===== src/rtl/core/tmdm_pkg.sv =====
// Shared constants, types and codes for the trimmed mean block.
package tmdm_pkg;

	localparam int SAMPLE_W        = 16;
	localparam int STATUS_W        = 2;
	localparam int MAX_SAMPLES_DEF = 256;
	localparam int MIN_BATCH       = 3;

	typedef enum logic [STATUS_W-1:0] {
		ST_OK       = 2'd0,
		ST_TOO_FEW  = 2'd1,
		ST_OVERFLOW = 2'd2
	} status_t;

	typedef enum logic [1:0] {
		S_IDLE,
		S_PREP,
		S_DIVIDE,
		S_DELIVER
	} state_t;

	typedef struct packed {
		logic start;
	} div_ctrl_t;

	typedef struct packed {
		logic busy;
	} div_stat_t;

endpackage


===== src/rtl/core/tmdm_if.sv =====
// Valid/ready channel interfaces for the sample input and the result output.
interface tmdm_in_if;
	logic                          valid;
	logic                          ready;
	logic [tmdm_pkg::SAMPLE_W-1:0] sample;
	logic                          last;

	modport source (output valid, output sample, output last, input ready);
	modport sink   (input valid, input sample, input last, output ready);
endinterface

interface tmdm_out_if;
	logic                          valid;
	logic                          ready;
	logic [tmdm_pkg::SAMPLE_W-1:0] average;
	logic [tmdm_pkg::STATUS_W-1:0] status;

	modport source (output valid, output average, output status, input ready);
	modport sink   (input valid, input average, input status, output ready);
endinterface


===== src/rtl/core/tmdm_div.sv =====
// Radix-2 restoring divider that produces one quotient bit per cycle.
module tmdm_div #(
	parameter int NUM_W = 25,
	parameter int DEN_W = 9
) (
	input  logic                  clk,
	input  logic                  arst_n,
	input  tmdm_pkg::div_ctrl_t   ctrl,
	input  logic [NUM_W-1:0]      num,
	input  logic [DEN_W-1:0]      den,
	output tmdm_pkg::div_stat_t   stat,
	output logic [NUM_W-1:0]      quotient
);
	import tmdm_pkg::*;

	localparam int ITER_W = $clog2(NUM_W + 1);

	logic [ITER_W-1:0] iter_q;
	logic [NUM_W-1:0]  work_q;
	logic [DEN_W-1:0]  rem_q;
	logic [DEN_W-1:0]  den_q;
	logic [DEN_W:0]    shifted;
	logic [DEN_W+1:0]  diff;
	logic              ge;

	// Bring down the next dividend bit and try to subtract the divisor.
	always_comb begin
		shifted = {rem_q, work_q[NUM_W-1]};
		diff    = {1'b0, shifted} - {2'b00, den_q};
		ge      = !diff[DEN_W+1];
	end

	always_ff @(posedge clk or negedge arst_n) begin
		if (!arst_n) begin
			iter_q <= '0;
		end else if (ctrl.start) begin
			iter_q <= ITER_W'(NUM_W);
		end else if (iter_q != '0) begin
			iter_q <= iter_q - ITER_W'(1);
		end
	end

	always_ff @(posedge clk) begin
		if (ctrl.start) begin
			work_q <= num;
			rem_q  <= '0;
			den_q  <= den;
		end else if (iter_q != '0) begin
			work_q <= {work_q[NUM_W-2:0], ge};
			rem_q  <= ge ? diff[DEN_W-1:0] : shifted[DEN_W-1:0];
		end
	end

	assign stat.busy = (iter_q != '0);
	assign quotient  = work_q;

endmodule


===== src/rtl/core/trimmed_mean_drop_min_max.sv =====
// Trimmed mean: while idle, samples are accepted one per cycle; a last sample stops input until
// its result is handed off. Samples that are not last are folded into the batch at once.
// A last sample starts the division: a setup state, then the restoring divider (one quotient bit
// per cycle), then a hand-off state. A batch under MIN_BATCH samples skips the divider.
// The result sits in an output register, so a waiting result does not block new samples; only
// the next last sample waits in the hand-off state until that register is free.
// Reset (arst_n low, asynchronous) empties the batch and the output register.
module trimmed_mean_drop_min_max #(
	parameter int MAX_SAMPLES = tmdm_pkg::MAX_SAMPLES_DEF
) (
	input  logic       clk,
	input  logic       arst_n,
	tmdm_in_if.sink    samples,
	tmdm_out_if.source results
);
	import tmdm_pkg::*;

	// The count must hold MAX_SAMPLES itself; the sum must hold MAX_SAMPLES full-scale samples.
	localparam int CNT_W = $clog2(MAX_SAMPLES + 1);
	localparam int SUM_W = SAMPLE_W + CNT_W;

	state_t                state_q, state_d;

	// Batch accumulators.
	logic [SUM_W-1:0]      sum_q;
	logic [CNT_W-1:0]      cnt_q;
	logic [SAMPLE_W-1:0]   min_q;
	logic [SAMPLE_W-1:0]   max_q;
	logic                  ovf_q;

	// Status of the batch being finished.
	status_t               fin_status_q;

	// Output register.
	logic                  out_valid_q;
	logic [SAMPLE_W-1:0]   out_average_q;
	status_t               out_status_q;

	logic                  in_fire;
	logic                  has_room;
	logic                  too_few;
	logic                  load_out;
	div_ctrl_t             div_ctrl;
	div_stat_t             div_stat;
	logic [SUM_W-1:0]      dividend;
	logic [CNT_W-1:0]      divisor;
	logic [SUM_W-1:0]      quotient;

	assign in_fire  = samples.valid && samples.ready;
	assign has_room = (cnt_q < CNT_W'(MAX_SAMPLES));
	assign too_few  = (cnt_q < CNT_W'(MIN_BATCH));

	// Drop exactly one minimum and one maximum. With at least three samples the sum
	// always covers both, so the subtraction cannot wrap.
	assign dividend = sum_q - SUM_W'(min_q) - SUM_W'(max_q);
	assign divisor  = cnt_q - CNT_W'(2);

	// Next-state logic.
	always_comb begin
		state_d = state_q;
		case (state_q)
			S_IDLE: begin
				if (in_fire && samples.last) begin
					state_d = S_PREP;
				end
			end
			S_PREP: begin
				// A short batch needs no division; its average is simply zero.
				state_d = too_few ? S_DELIVER : S_DIVIDE;
			end
			S_DIVIDE: begin
				if (!div_stat.busy) begin
					state_d = S_DELIVER;
				end
			end
			S_DELIVER: begin
				if (load_out) begin
					state_d = S_IDLE;
				end
			end
			default: begin
				state_d = S_IDLE;
			end
		endcase
	end

	// Output and control decode.
	always_comb begin
		samples.ready  = 1'b0;
		div_ctrl.start = 1'b0;
		load_out       = 1'b0;
		case (state_q)
			S_IDLE: begin
				samples.ready = 1'b1;
			end
			S_PREP: begin
				div_ctrl.start = !too_few;
			end
			S_DIVIDE: begin
			end
			S_DELIVER: begin
				// Hand over only when the output register is empty or being emptied.
				load_out = !out_valid_q || results.ready;
			end
			default: begin
			end
		endcase
	end

	always_ff @(posedge clk or negedge arst_n) begin
		if (!arst_n) begin
			state_q <= S_IDLE;
		end else begin
			state_q <= state_d;
		end
	end

	// Batch accumulation. Once the batch is full, further samples only mark overflow.
	// Delivering a result returns the batch to its empty values.
	always_ff @(posedge clk or negedge arst_n) begin
		if (!arst_n) begin
			sum_q <= '0;
			cnt_q <= '0;
			min_q <= '1;
			max_q <= '0;
			ovf_q <= 1'b0;
		end else if (load_out) begin
			sum_q <= '0;
			cnt_q <= '0;
			min_q <= '1;
			max_q <= '0;
			ovf_q <= 1'b0;
		end else if (in_fire) begin
			if (has_room) begin
				sum_q <= sum_q + SUM_W'(samples.sample);
				cnt_q <= cnt_q + CNT_W'(1);
				if (samples.sample < min_q) begin
					min_q <= samples.sample;
				end
				if (samples.sample > max_q) begin
					max_q <= samples.sample;
				end
			end else begin
				ovf_q <= 1'b1;
			end
		end
	end

	always_ff @(posedge clk or negedge arst_n) begin
		if (!arst_n) begin
			fin_status_q <= ST_OK;
		end else if (state_q == S_PREP) begin
			if (too_few) begin
				fin_status_q <= ST_TOO_FEW;
			end else if (ovf_q) begin
				fin_status_q <= ST_OVERFLOW;
			end else begin
				fin_status_q <= ST_OK;
			end
		end
	end

	// The trimmed mean never exceeds the largest sample, so the low bits hold it whole.
	always_ff @(posedge clk or negedge arst_n) begin
		if (!arst_n) begin
			out_valid_q <= 1'b0;
		end else if (load_out) begin
			out_valid_q <= 1'b1;
		end else if (results.ready) begin
			out_valid_q <= 1'b0;
		end
	end

	always_ff @(posedge clk) begin
		if (load_out) begin
			out_status_q  <= fin_status_q;
			out_average_q <= (fin_status_q == ST_TOO_FEW) ? '0 : quotient[SAMPLE_W-1:0];
		end
	end

	tmdm_div #(
		.NUM_W (SUM_W),
		.DEN_W (CNT_W)
	) u_div (
		.clk      (clk),
		.arst_n   (arst_n),
		.ctrl     (div_ctrl),
		.num      (dividend),
		.den      (divisor),
		.stat     (div_stat),
		.quotient (quotient)
	);

	assign results.valid   = out_valid_q;
	assign results.average = out_average_q;
	assign results.status  = out_status_q;

endmodule

===== src/flat_wrapper.sv =====
// flat-port wrapper written by rule: the top's interface ports become plain ports
module trimmed_mean_drop_min_max_flat import tmdm_pkg::*;
#(
	parameter int MAX_SAMPLES = tmdm_pkg::MAX_SAMPLES_DEF
)
  (clk, arst_n, samples_valid, samples_sample, samples_last, samples_ready, results_valid, results_average, results_status, results_ready);
  tmdm_in_if samples_i ();
  tmdm_out_if results_i ();
  input  logic clk;
  input  logic arst_n;
  input wire logic [$bits(samples_i.valid)-1:0] samples_valid;
  input wire logic [$bits(samples_i.sample)-1:0] samples_sample;
  input wire logic [$bits(samples_i.last)-1:0] samples_last;
  output wire logic [$bits(samples_i.ready)-1:0] samples_ready;
  output wire logic [$bits(results_i.valid)-1:0] results_valid;
  output wire logic [$bits(results_i.average)-1:0] results_average;
  output wire logic [$bits(results_i.status)-1:0] results_status;
  input wire logic [$bits(results_i.ready)-1:0] results_ready;
  assign samples_i.valid = samples_valid;
  assign samples_i.sample = samples_sample;
  assign samples_i.last = samples_last;
  assign samples_ready = samples_i.ready;
  assign results_valid = results_i.valid;
  assign results_average = results_i.average;
  assign results_status = results_i.status;
  assign results_i.ready = results_ready;
  trimmed_mean_drop_min_max #(.MAX_SAMPLES(MAX_SAMPLES)) u_core (.clk(clk), .arst_n(arst_n), .samples(samples_i), .results(results_i));
endmodule

===== config.mk =====
export PLATFORM = sky130hd
export DESIGN_NAME = trimmed_mean_drop_min_max_flat
export DESIGN_NICKNAME = d
export VERILOG_FILES = /design/src/rtl/core/tmdm_pkg.sv /design/src/rtl/core/tmdm_if.sv /design/src/rtl/core/tmdm_div.sv /design/src/rtl/core/trimmed_mean_drop_min_max.sv /design/src/flat_wrapper.sv
export SDC_FILE = /design/constraint.sdc
export NUM_CORES = 1
export LEC_CHECK = 0
export BUFFER_PORTS_ARGS = -buffer_cell sky130_fd_sc_hd__buf_2
export CAP_MARGIN = 20
export CORE_ASPECT_RATIO = 1.4
export CORE_UTILIZATION = 31
export CTS_BUF_LIST = sky130_fd_sc_hd__clkbuf_4 sky130_fd_sc_hd__clkbuf_8
export DETAILED_ROUTE_END_ITERATION = 10
export SLEW_MARGIN = 5
export SYNTH_ARGS = -nofsm -noshare
export SYNTH_HDL_FRONTEND = slang
export SYNTH_SLANG_ARGS = --single-unit

===== constraint.sdc =====
create_clock -name clk -period 3.3 [get_ports clk]
set_input_delay 0.495 -clock clk [delete_from_list [all_inputs] [get_ports clk]]
set_output_delay 0.495 -clock clk [all_outputs]
set_load 0.01 [all_outputs]

Word-level counts from Yosys, hierarchy flattened
Index checks and enable logic that the tools add are counted.
W data, S select, Z words.
Operators by class
  add/subtract/negate cells: 7
  magnitude comparators: 4
  eq/ne operators: 8
  muxes and demuxes: 34
  reduce and logical (&&, ||, !) cells: 19
Operators by type and width (number)
  $mux W16: 8
  $mux W25: 5
  $sub A25 B16 Y25: 2
  $mux W9: 4
  $add A25 B16 Y25: 1
  $gt A16 B16 Y1: 1
  $lt A16 B16 Y1: 1
  $reduce_bool A2 Y1: 6
  $sub A10 B9 Y11: 1
  $mux W2: 5
  $mux W5: 2
  $add A9 B1 Y9 const B: 1
  $lt A9 B2 Y1 const B: 1
  $lt A9 B9 Y1 const B: 1
  $mux W1: 9
  $reduce_and A3 Y1: 3
  $sub A9 B2 Y9 const B: 1
  $pmux W2 S4: 1
  $reduce_bool A5 Y1: 1
  $sub A5 B1 Y5 const B: 1
  $eq A2 B1 Y1 const B: 2
  $eq A2 B2 Y1 const B: 2
  $ne A2 B1 Y1 const B: 2
  $ne A2 B2 Y1 const B: 2
  5 further kinds: 9
Word-level totals
  register bits after elaboration: 138
  output and inout port bits: 20
  word-level logic and storage cells: 86

Longest topological paths before layout
Gate-level depths: netlist (run 1).
  depth in word-level cells: 6
  mapped depth: 11
  gate-level depth less buffers: 11

Modules after synthesis
From an unflattened synthesis (run 1), not the netlist that was laid out.
Unflattened totals
  cell total of the unflattened synthesis: 943
  area, all modules: 9386.5 um^2
By module, submodules not included
  trimmed_mean_drop_min_max: instances 1, cells an instance 741, area an instance 6916.6 um^2
  tmdm_div: instances 1, cells an instance 202, area an instance 2469.9 um^2

Least setup slack after synthesis (run 1)
Ideal clock, no wire load.
  kind: register to register
  from: reg u_core.min_q[10]
  to: reg u_core.u_div.work_q[15] (netlist: u_core.u_div.quotient[15]) (data pin)
  data arrival time: 2698 ps
  setup slack: 335 ps
  cell stages (with the launch flop): 12
  buffers on the path: 1
  period minus slack after synthesis: 2965 ps
  path through: dfstp_2 inv_1 fa_1 ha_1 clkbuf_1 a21oi_1 nand3_1 a221oi_1 o21ai_1 a41oi_1 xor2_1 o21ai_0
On the way
  longest elaborated chain between the ends: 3
Ends and longest elaborated chain
  start, declared: RTL line trimmed_mean_drop_min_max.sv:27  | logic [SAMPLE_W-1:0] min_q;
  start signal, assigned: RTL line trimmed_mean_drop_min_max.sv:138  | min_q <= samples.sample;
  $sub A25 B16 Y25 (2 in series): RTL line trimmed_mean_drop_min_max.sv:55  | assign dividend = sum_q - SUM_W'(min_q) - SUM_W'(max_q);
  $mux W25: RTL line tmdm_div.sv:44  | if (ctrl.start) begin
  end signal, assigned: RTL line tmdm_div.sv:45  | work_q <= num;
  end signal, assigned: RTL line tmdm_div.sv:49  | work_q <= {work_q[NUM_W-2:0], ge};
  end, declared: RTL line tmdm_div.sv:19  | logic [NUM_W-1:0] work_q;
No other way between the ends.
A chain may end at the register's enable or synchronous reset.

Worst setup path after layout (run 1)
  from: reg u_core.min_q[6]
  to: reg u_core.u_div.work_q[17] (netlist: u_core.u_div.quotient[17]) (data pin)
Same word-level chain as after synthesis.

==> results by group, run 1 <==
Outcome
  – Outcome: finished, final reports clean

Timing
  – Final WS setup: 0.135 ns
  – Final Max Tran Viols: 0
  – Final Critical Period: 3.17 ns
  – Slew headroom: 33.1%
  – Highest clock rate: 0.316 GHz
  – Setup Viol. Count Final: 0
  – Worst-margin pin slew: 1.00 ns
  – Hold Vio Cnt, Final: 0
  – Skew final: 0.0153 ns
  – RSZ-0062 raised after global routing: true
  – Final worst-path cycle share: 95.9%

Layout
  – P&R area growth vs syn: 12.0%
  – Share of cells above drive strength 1: 12.6%
  – Commonest non-fill, non-tap cells in the layout: nand2_1, a21oi_1, ha_1
  – Util after Layout: 35.4%
  – Fillers: 3024
  – Post-Layout Inst Area: 0.0104 mm²
  – Final non-filler cell total: 1420
  – Antenna cells: 0
  – Nets: 1151

Place
  – Setup WS pre-CTS: 0.180 ns
  – I/O Buffers: 40
  – Placement-stage cell area: 0.00995 mm²
  – Routability cong.: 0.870
  – Detail Placement HPWL: 17300 µm
  – Cells after DPL: 1388

Global routing
  – Vias in the first global route: 7399
  – GRT Total Usage: 15.8%
  – Grt ovf: 0
  – Initial antenna violation count: 0
  – First-pass GRT wire length: 37300 µm
  – Largest net degree at the start of global routing: 53

Logic synthesis
  – Yosys top cell area share: 16.9%
  – Post-synth ARST share: 55.8%
  – Syn_nets: 1109
  – Syn avg cell area: 9.39 µm²
  – #FFs+latches synth: 138
  – Main synth FF type: dfrtp_1
  – Synth top area cells: edfxtp_1, dfrtp_1, ha_1, a21oi_1, dfstp_2
  – Yosys top cell by area: edfxtp_1
  – Number of distinct library cells after synthesis: 69
  – Post-Syn Area: 0.00925 mm²
  – Synthesized instance count: 985
  – Sequential area share after synthesis: 39.9%
  – Synth warn: 0
  – Post-synth EDFFs: 52

CTS
  – CTS max path bufs: 2
  – Clk root buf: clkbuf_8
  – CTS tree: built
  – Clk Latency, worst-skew pair: 0.50 ns
  – Sink Count: 138
  – Setup bufs post-CTS: 0
  – H-tree depth: 4
  – Cts bufs inserted: 17
  – Clock transition at path regs: 0.08 ns

Critical path
  – Data arrival, critical path: 3.40 ns
  – Crit Path Category: flop to flop
  – CP max FO: 5
  – CP endpoint kind: flop
  – Worst EP required: 3.54 ns
  – CP Launch Type: flop

Floorplan
  – Cell row count: 74
  – Die width: 148 µm
  – Die area: 0.0305 mm²
  – Die H: 206 µm
  – Core ar.: 0.0293 mm²
  – Initial Utilization: 31.6%
  – # IOs: 41

Detailed routing
  – Total number of vias: 7392
  – Via density: 5.21
  – DR WL/cell: 16.0 µm
  – Routed wire length: 22800 µm
  – Antenna viol nets, final: 0
  – First drt pass iteration count: 5
  – DRT iter0 DRCs: 497
  – Residual DRC: 0

Job
  – Max cap viols: 0

Min path
  – Hold Crit Class: input pin to async pin
cells in the mapped netlist, drive strengths merged (21+ instances only):
library cell and n:
a21o 21, ha 85, nor2 49, nor3 29, nand3 42, clkbuf 32
a31oi 27, o21ai 80, a21oi 84, xnor2 28, edfxtp 52, dfrtp 61
inv 71, nand2 85
cell families (layout without fill, tap and decap cells):
| kind of cell | after synthesis | in the layout | share of synthesized area [%] |
|---|---|---|---|
| DFF | 138 | 138 | 39.9 |
| muxes | 6 | 6 | 0.649 |
| and+or+nand+nor | 300 | 300 | 16.5 |
| buffers and inverters | 113 | 168 | 4.75 |
| AOI/OAI and AO/OA | 277 | 277 | 18.3 |
| xor gates and xnor gates | 48 | 48 | 4.54 |
| adders and majority gates | 103 | 103 | 15.4 |
through the flow:
step / setup TNS [ns] / hold WS, ns
after floorplan: 0 / 0.199
after global placement: 0 / 0.430
after detailed placement: 0 / 0.432
after CTS: 0 / 0.0372
after global routing: -0.0354 / 0.0673
final: 0 / 0.0357
worst max-delay path, stage by stage (launching register included):
cell,delay [ns]
dfstp_2,0.52
inv_1,0.07
fa_1,0.46
ha_1,0.36
inv_1,0.15
o211a_1,0.24
a21boi_0,0.15
o311a_1,0.43
a31oi_1,0.23
xor2_1,0.20
o21ai_0,0.09
what timing repair did:
action,CTS,global route
resized for setup,0,6
hold buffers,0,0
endpoints found under the setup margin,0,5
endpoints found under the hold margin,0,0
worst paths after layout:
path	endpoint	slack (ns)	startpoint	depth (start not counted)
worst min-delay path	u_core.max_q[14]$_DFFE_PN0P_	0.04	arst_n	1
worst min register to register	u_core.results.status[1]$_DFFE_PP_	0.45	u_core.fin_status_q[1]$_DFFE_PN0P_	0
min in group clk	u_core.max_q[0]$_DFFE_PN0P_	0.28	samples_sample[0]	3
worst max-delay path	u_core.u_div.quotient[17]$_DFFE_PP_	0.13	u_core.min_q[6]$_DFFE_PN1P_	10
max in group asynchronous	u_core.min_q[9]$_DFFE_PN1P_	2.54	arst_n	2
worst max register to register	u_core.u_div.quotient[17]$_DFFE_PP_	0.13	u_core.min_q[6]$_DFFE_PN1P_	10
layout make-up:
type                       instances  area (µm²)  share of cell area (%)
inverter                          71         267                    2.57
timing repair buffer              65         390                    3.77
clock inverter                    15         141                    1.36
multi-input combinational        734        5160                    49.8
sequential                       138        3690                    35.6
tap                              380         475                    4.59
clock buffer                      17         234                    2.26
flip-flops by register name, summed over array words and instances, names as in the netlist:
name                    flops
u_core.results.valid        1
u_core.ovf_q                1
u_core.fin_status_q         2
u_core.sum_q               25
u_core.u_div.den_q          9
u_core.u_div.rem_q          9
u_core.results.status       2
u_core.results.average     16
u_core.u_div.quotient      25
u_core.max_q               16
u_core.min_q               16
u_core.state_q              2
u_core.cnt_q                9
u_core.u_div.iter_q         5
layer usage:
layer / up-vias / share of wire [%] / track usage, %
met5: - / 0 / 0
met4: 0 / 3.3 / 8.84
met3: 46 / 2.7 / 2.25
met2: 133 / 52 / 28.8
met1: 3564 / 42 / 17.4
li1: 3649 / - / -
Power of run 1 is left out: the tool's default activity adds up to more than one toggle a clock period on the data nets, which glitch-free logic cannot reach.
==> run 2, diff against run 1 <==
- clock period: 3.3 -> 2.7 ns (I/O delays scaled with it)
==> results by group, run 2 (synthesis gave the netlist of run 1 again) <==
Outcome
  – Outcome: finished, violations left (was finished, final reports clean)
  – Failing checks: setup timing

Critical path
  – CP Launch Type: flop (unchanged)
  – CP max FO: 4 (was 5)
  – Flop-to-flop setup slack: -0.32 ns (was 0.13 ns)
  – Worst EP required: 3.02 ns (was 3.54 ns)
  – R2R Path End: u_core.u_div.quotient[18]$_DFFE_PP_ (was u_core.u_div.quotient[17]$_DFFE_PP_)
  – Worst r2r src: u_core.min_q[4]$_DFFE_PN1P_ (was u_core.min_q[6]$_DFFE_PN1P_)
  – CP endpoint kind: flop (unchanged)
  – CP delay by family, top: compound AO/OA/AOI/OAI gates (unchanged)
  – CP max stage delay: 0.54 ns (was 0.52 ns)
  – CP cell instances: inv_2 > fa_1 > ha_4 > nand3_1 > o211a_4 > o41ai_4 > buf_4 > a31oi_4 > and4_1 > o31ai_1 (was inv_1 > fa_1 > ha_1 > inv_1 > o211a_1 > a21boi_0 > o311a_1 > a31oi_1 > xor2_1 > o21ai_0)
  – Instance count on the critical path: 10 (unchanged)
  – Crit Path Category: flop to flop (unchanged)
  – CP endpoint: u_core.u_div.quotient[18]$_DFFE_PP_ (was u_core.u_div.quotient[17]$_DFFE_PP_)
  – CP bufs+invs: 2 (unchanged)
  – Crit-path slowest cell: dfstp_2 (unchanged)
  – Worst Reg-to-Reg Cells: 10 (unchanged)
  – Data arrival, critical path: 3.34 ns (was 3.40 ns)
  – Worst setup path startpoint: u_core.min_q[4]$_DFFE_PN1P_ (was u_core.min_q[6]$_DFFE_PN1P_)

Detailed routing
  – Antenna viol nets, final: 0 (unchanged)
  – Residual DRC: 0 (unchanged)
  – DRT iter0 DRCs: 389 (was 497)
  – Total number of vias: 7897 (was 7392)
  – DR WL/cell: 15.8 µm (was 16.0 µm)
  – Via density: 5.12 (was 5.21)
  – Routed wire length: 24400 µm (was 22800 µm)
  – First drt pass iteration count: 7 (was 5)

Global routing
  – Initial antenna violation count: 1 (was 0)
  – GRT Total Usage: 17.0% (was 15.8%)
  – Largest net degree at the start of global routing: 41 (was 53)
  – Vias in the first global route: 8034 (was 7399)
  – Met2 GRT Util: 30.3% (was 28.8%)
  – GRT met1 Usage: 18.7% (was 17.4%)
  – GRT met3 Usage: 3.02% (was 2.25%)
  – First-pass GRT wire length: 40100 µm (was 37300 µm)
  – Most Crowded Layer GR: met2 (unchanged)
  – Grt ovf: 0 (unchanged)

CTS
  – Clk root buf: clkbuf_8 (unchanged)
  – Clock transition at path regs: 0.08 ns (about the same)
  – Clk Latency, worst-skew pair: 0.49 ns (was 0.50 ns)
  – CTS tree: built (unchanged)
  – Sink Count: 138 (unchanged)
  – Cts bufs inserted: 17 (unchanged)
  – H-tree depth: 4 (unchanged)
  – CTS max path bufs: 2 (unchanged)

Floorplan
  – Die area: 0.0305 mm² (unchanged)
  – # IOs: 41 (unchanged)
  – Cell row count: 74 (unchanged)
  – Core ar.: 0.0293 mm² (unchanged)
  – Die H: 206 µm (unchanged)
  – Die width: 148 µm (unchanged)
  – Initial Utilization: 31.6% (unchanged)

Layout
  – Nets: 1273 (was 1151)
  – Fillers: 2914 (was 3024)
  – Share of cells above drive strength 1: 26.5% (was 12.6%)
  – Most common cell after layout, fill and taps aside: buf_4
  – P&R area growth vs syn: 26.9% (was 12.0%)
  – Commonest non-fill, non-tap cells in the layout: buf_4, nand2_1, ha_1 (was nand2_1, a21oi_1, ha_1)

Place
  – I/O Buffers: 40 (unchanged)
  – Routability cong.: 0.879 (was 0.870)
  – Detail Placement HPWL: 18800 µm (was 17300 µm)

Timing
  – Slew headroom: 62.2% (was 33.1%)
  – RSZ-0062 raised after global routing: true (unchanged)
  – Highest clock rate: 0.331 GHz (was 0.316 GHz)
  – Setup Viol. Count Final: 16 (was 0)
  – Skew final: 0.00750 ns (was 0.0153 ns)
  – Final WS setup: -0.320 ns (was 0.135 ns)
  – Final worst-path cycle share: 112% (was 95.9%)
  – Worst-margin pin slew: 0.566 ns (was 1.00 ns)
  – Final Critical Period: 3.02 ns (was 3.17 ns)
  – Final Max Tran Viols: 0 (unchanged)
  – Hold Vio Cnt, Final: 0 (unchanged)
  – Final setup TNS: -3.22 ns (was 0 ns)

Job
  – Max cap viols: 0 (unchanged)

Min path
  – Hold Crit Class: input pin to flop (was input pin to async pin)
## run 2: changes by cell type in the layout (fill, tap and decap cells not counted), moves of 8 or more
cell | previous run | this run
a21oi_1 | 84 | 73
a21oi_2 | 0 | 8
buf_4 | 26 | 140
inv_1 | 69 | 61
inv_2 | 2 | 10
o21ai_0 | 77 | 66
o21ai_1 | 3 | 12
## run 2: tightest hold or removal path: stages
cell     delay [ns]
buf_2          0.10
a31oi_1        0.08
nor2_1         0.08
## run 2: routing by layer
layer / wire (µm) / share of wire, %
met5: 0 / 0
met1: 9970 / 41
met2: 12700 / 52
met3: 752 / 3.1
met4: 1010 / 4.1
## run 2: area by class of cell
| class | count | area, µm² | area share (%) |
|---|---|---|---|
| timing repair buffer | 187 | 1350 | 11.5 |
| antenna | 1 | 2.50 | 0.0213 |
| multi-input combinational | 734 | 5550 | 47.3 |
| clock buffer | 18 | 241 | 2.06 |
| sequential | 138 | 3690 | 31.4 |
| tap | 380 | 475 | 4.05 |
| inverter | 71 | 267 | 2.27 |
| clock inverter | 14 | 155 | 1.32 |
## run 2: how the worst min path moves through the flow
stage / startpoint / to / depth (start not counted) / slack, ns
2_1_floorplan: arst_n / u_core.cnt_q[0]$_DFFE_PN0P_ / 0 / 0.11
3_3_place_gp: arst_n / u_core.max_q[14]$_DFFE_PN0P_ / 1 / 0.41
3_5_place_dp: arst_n / u_core.max_q[13]$_DFFE_PN0P_ / 1 / 0.41
4_1_cts: samples_valid / u_core.ovf_q$_DFFE_PN0P_ / 3 / 0.18
5_1_grt: samples_sample[7] / u_core.max_q[7]$_DFFE_PN0P_ / 3 / 0.21
6_report: samples_valid / u_core.ovf_q$_DFFE_PN0P_ / 3 / 0.21
## run 2: metrics by stage
| stage | utilization, % | instance area (µm²) | std cells | hold WS [ns] | setup slack, ns |
|---|---|---|---|---|---|
| floorplan | - | 9380 | 985 | 0.109 | -0.114 |
| global route | 40.1 | 11700 | 1543 | 0.209 | -0.413 |
| global placement | 37.2 | 10900 | 1496 | 0.409 | -0.258 |
| detailed placement | 37.2 | 10900 | 1496 | 0.407 | -0.294 |
| CTS | 39.5 | 11600 | 1533 | 0.175 | -0.272 |
| finish | 40.1 | 11700 | 1543 | 0.210 | -0.320 |
## run 2: what timing repair did
item	4_1_cts	5_1_grt
resized for setup	44	28
setup endpoints to repair	28	44
setup buffers	5	10
pin swaps	22	22
endpoints found under the hold margin	21	0
hold buffers	1	0
Power of run 2 is left out for the same reason.
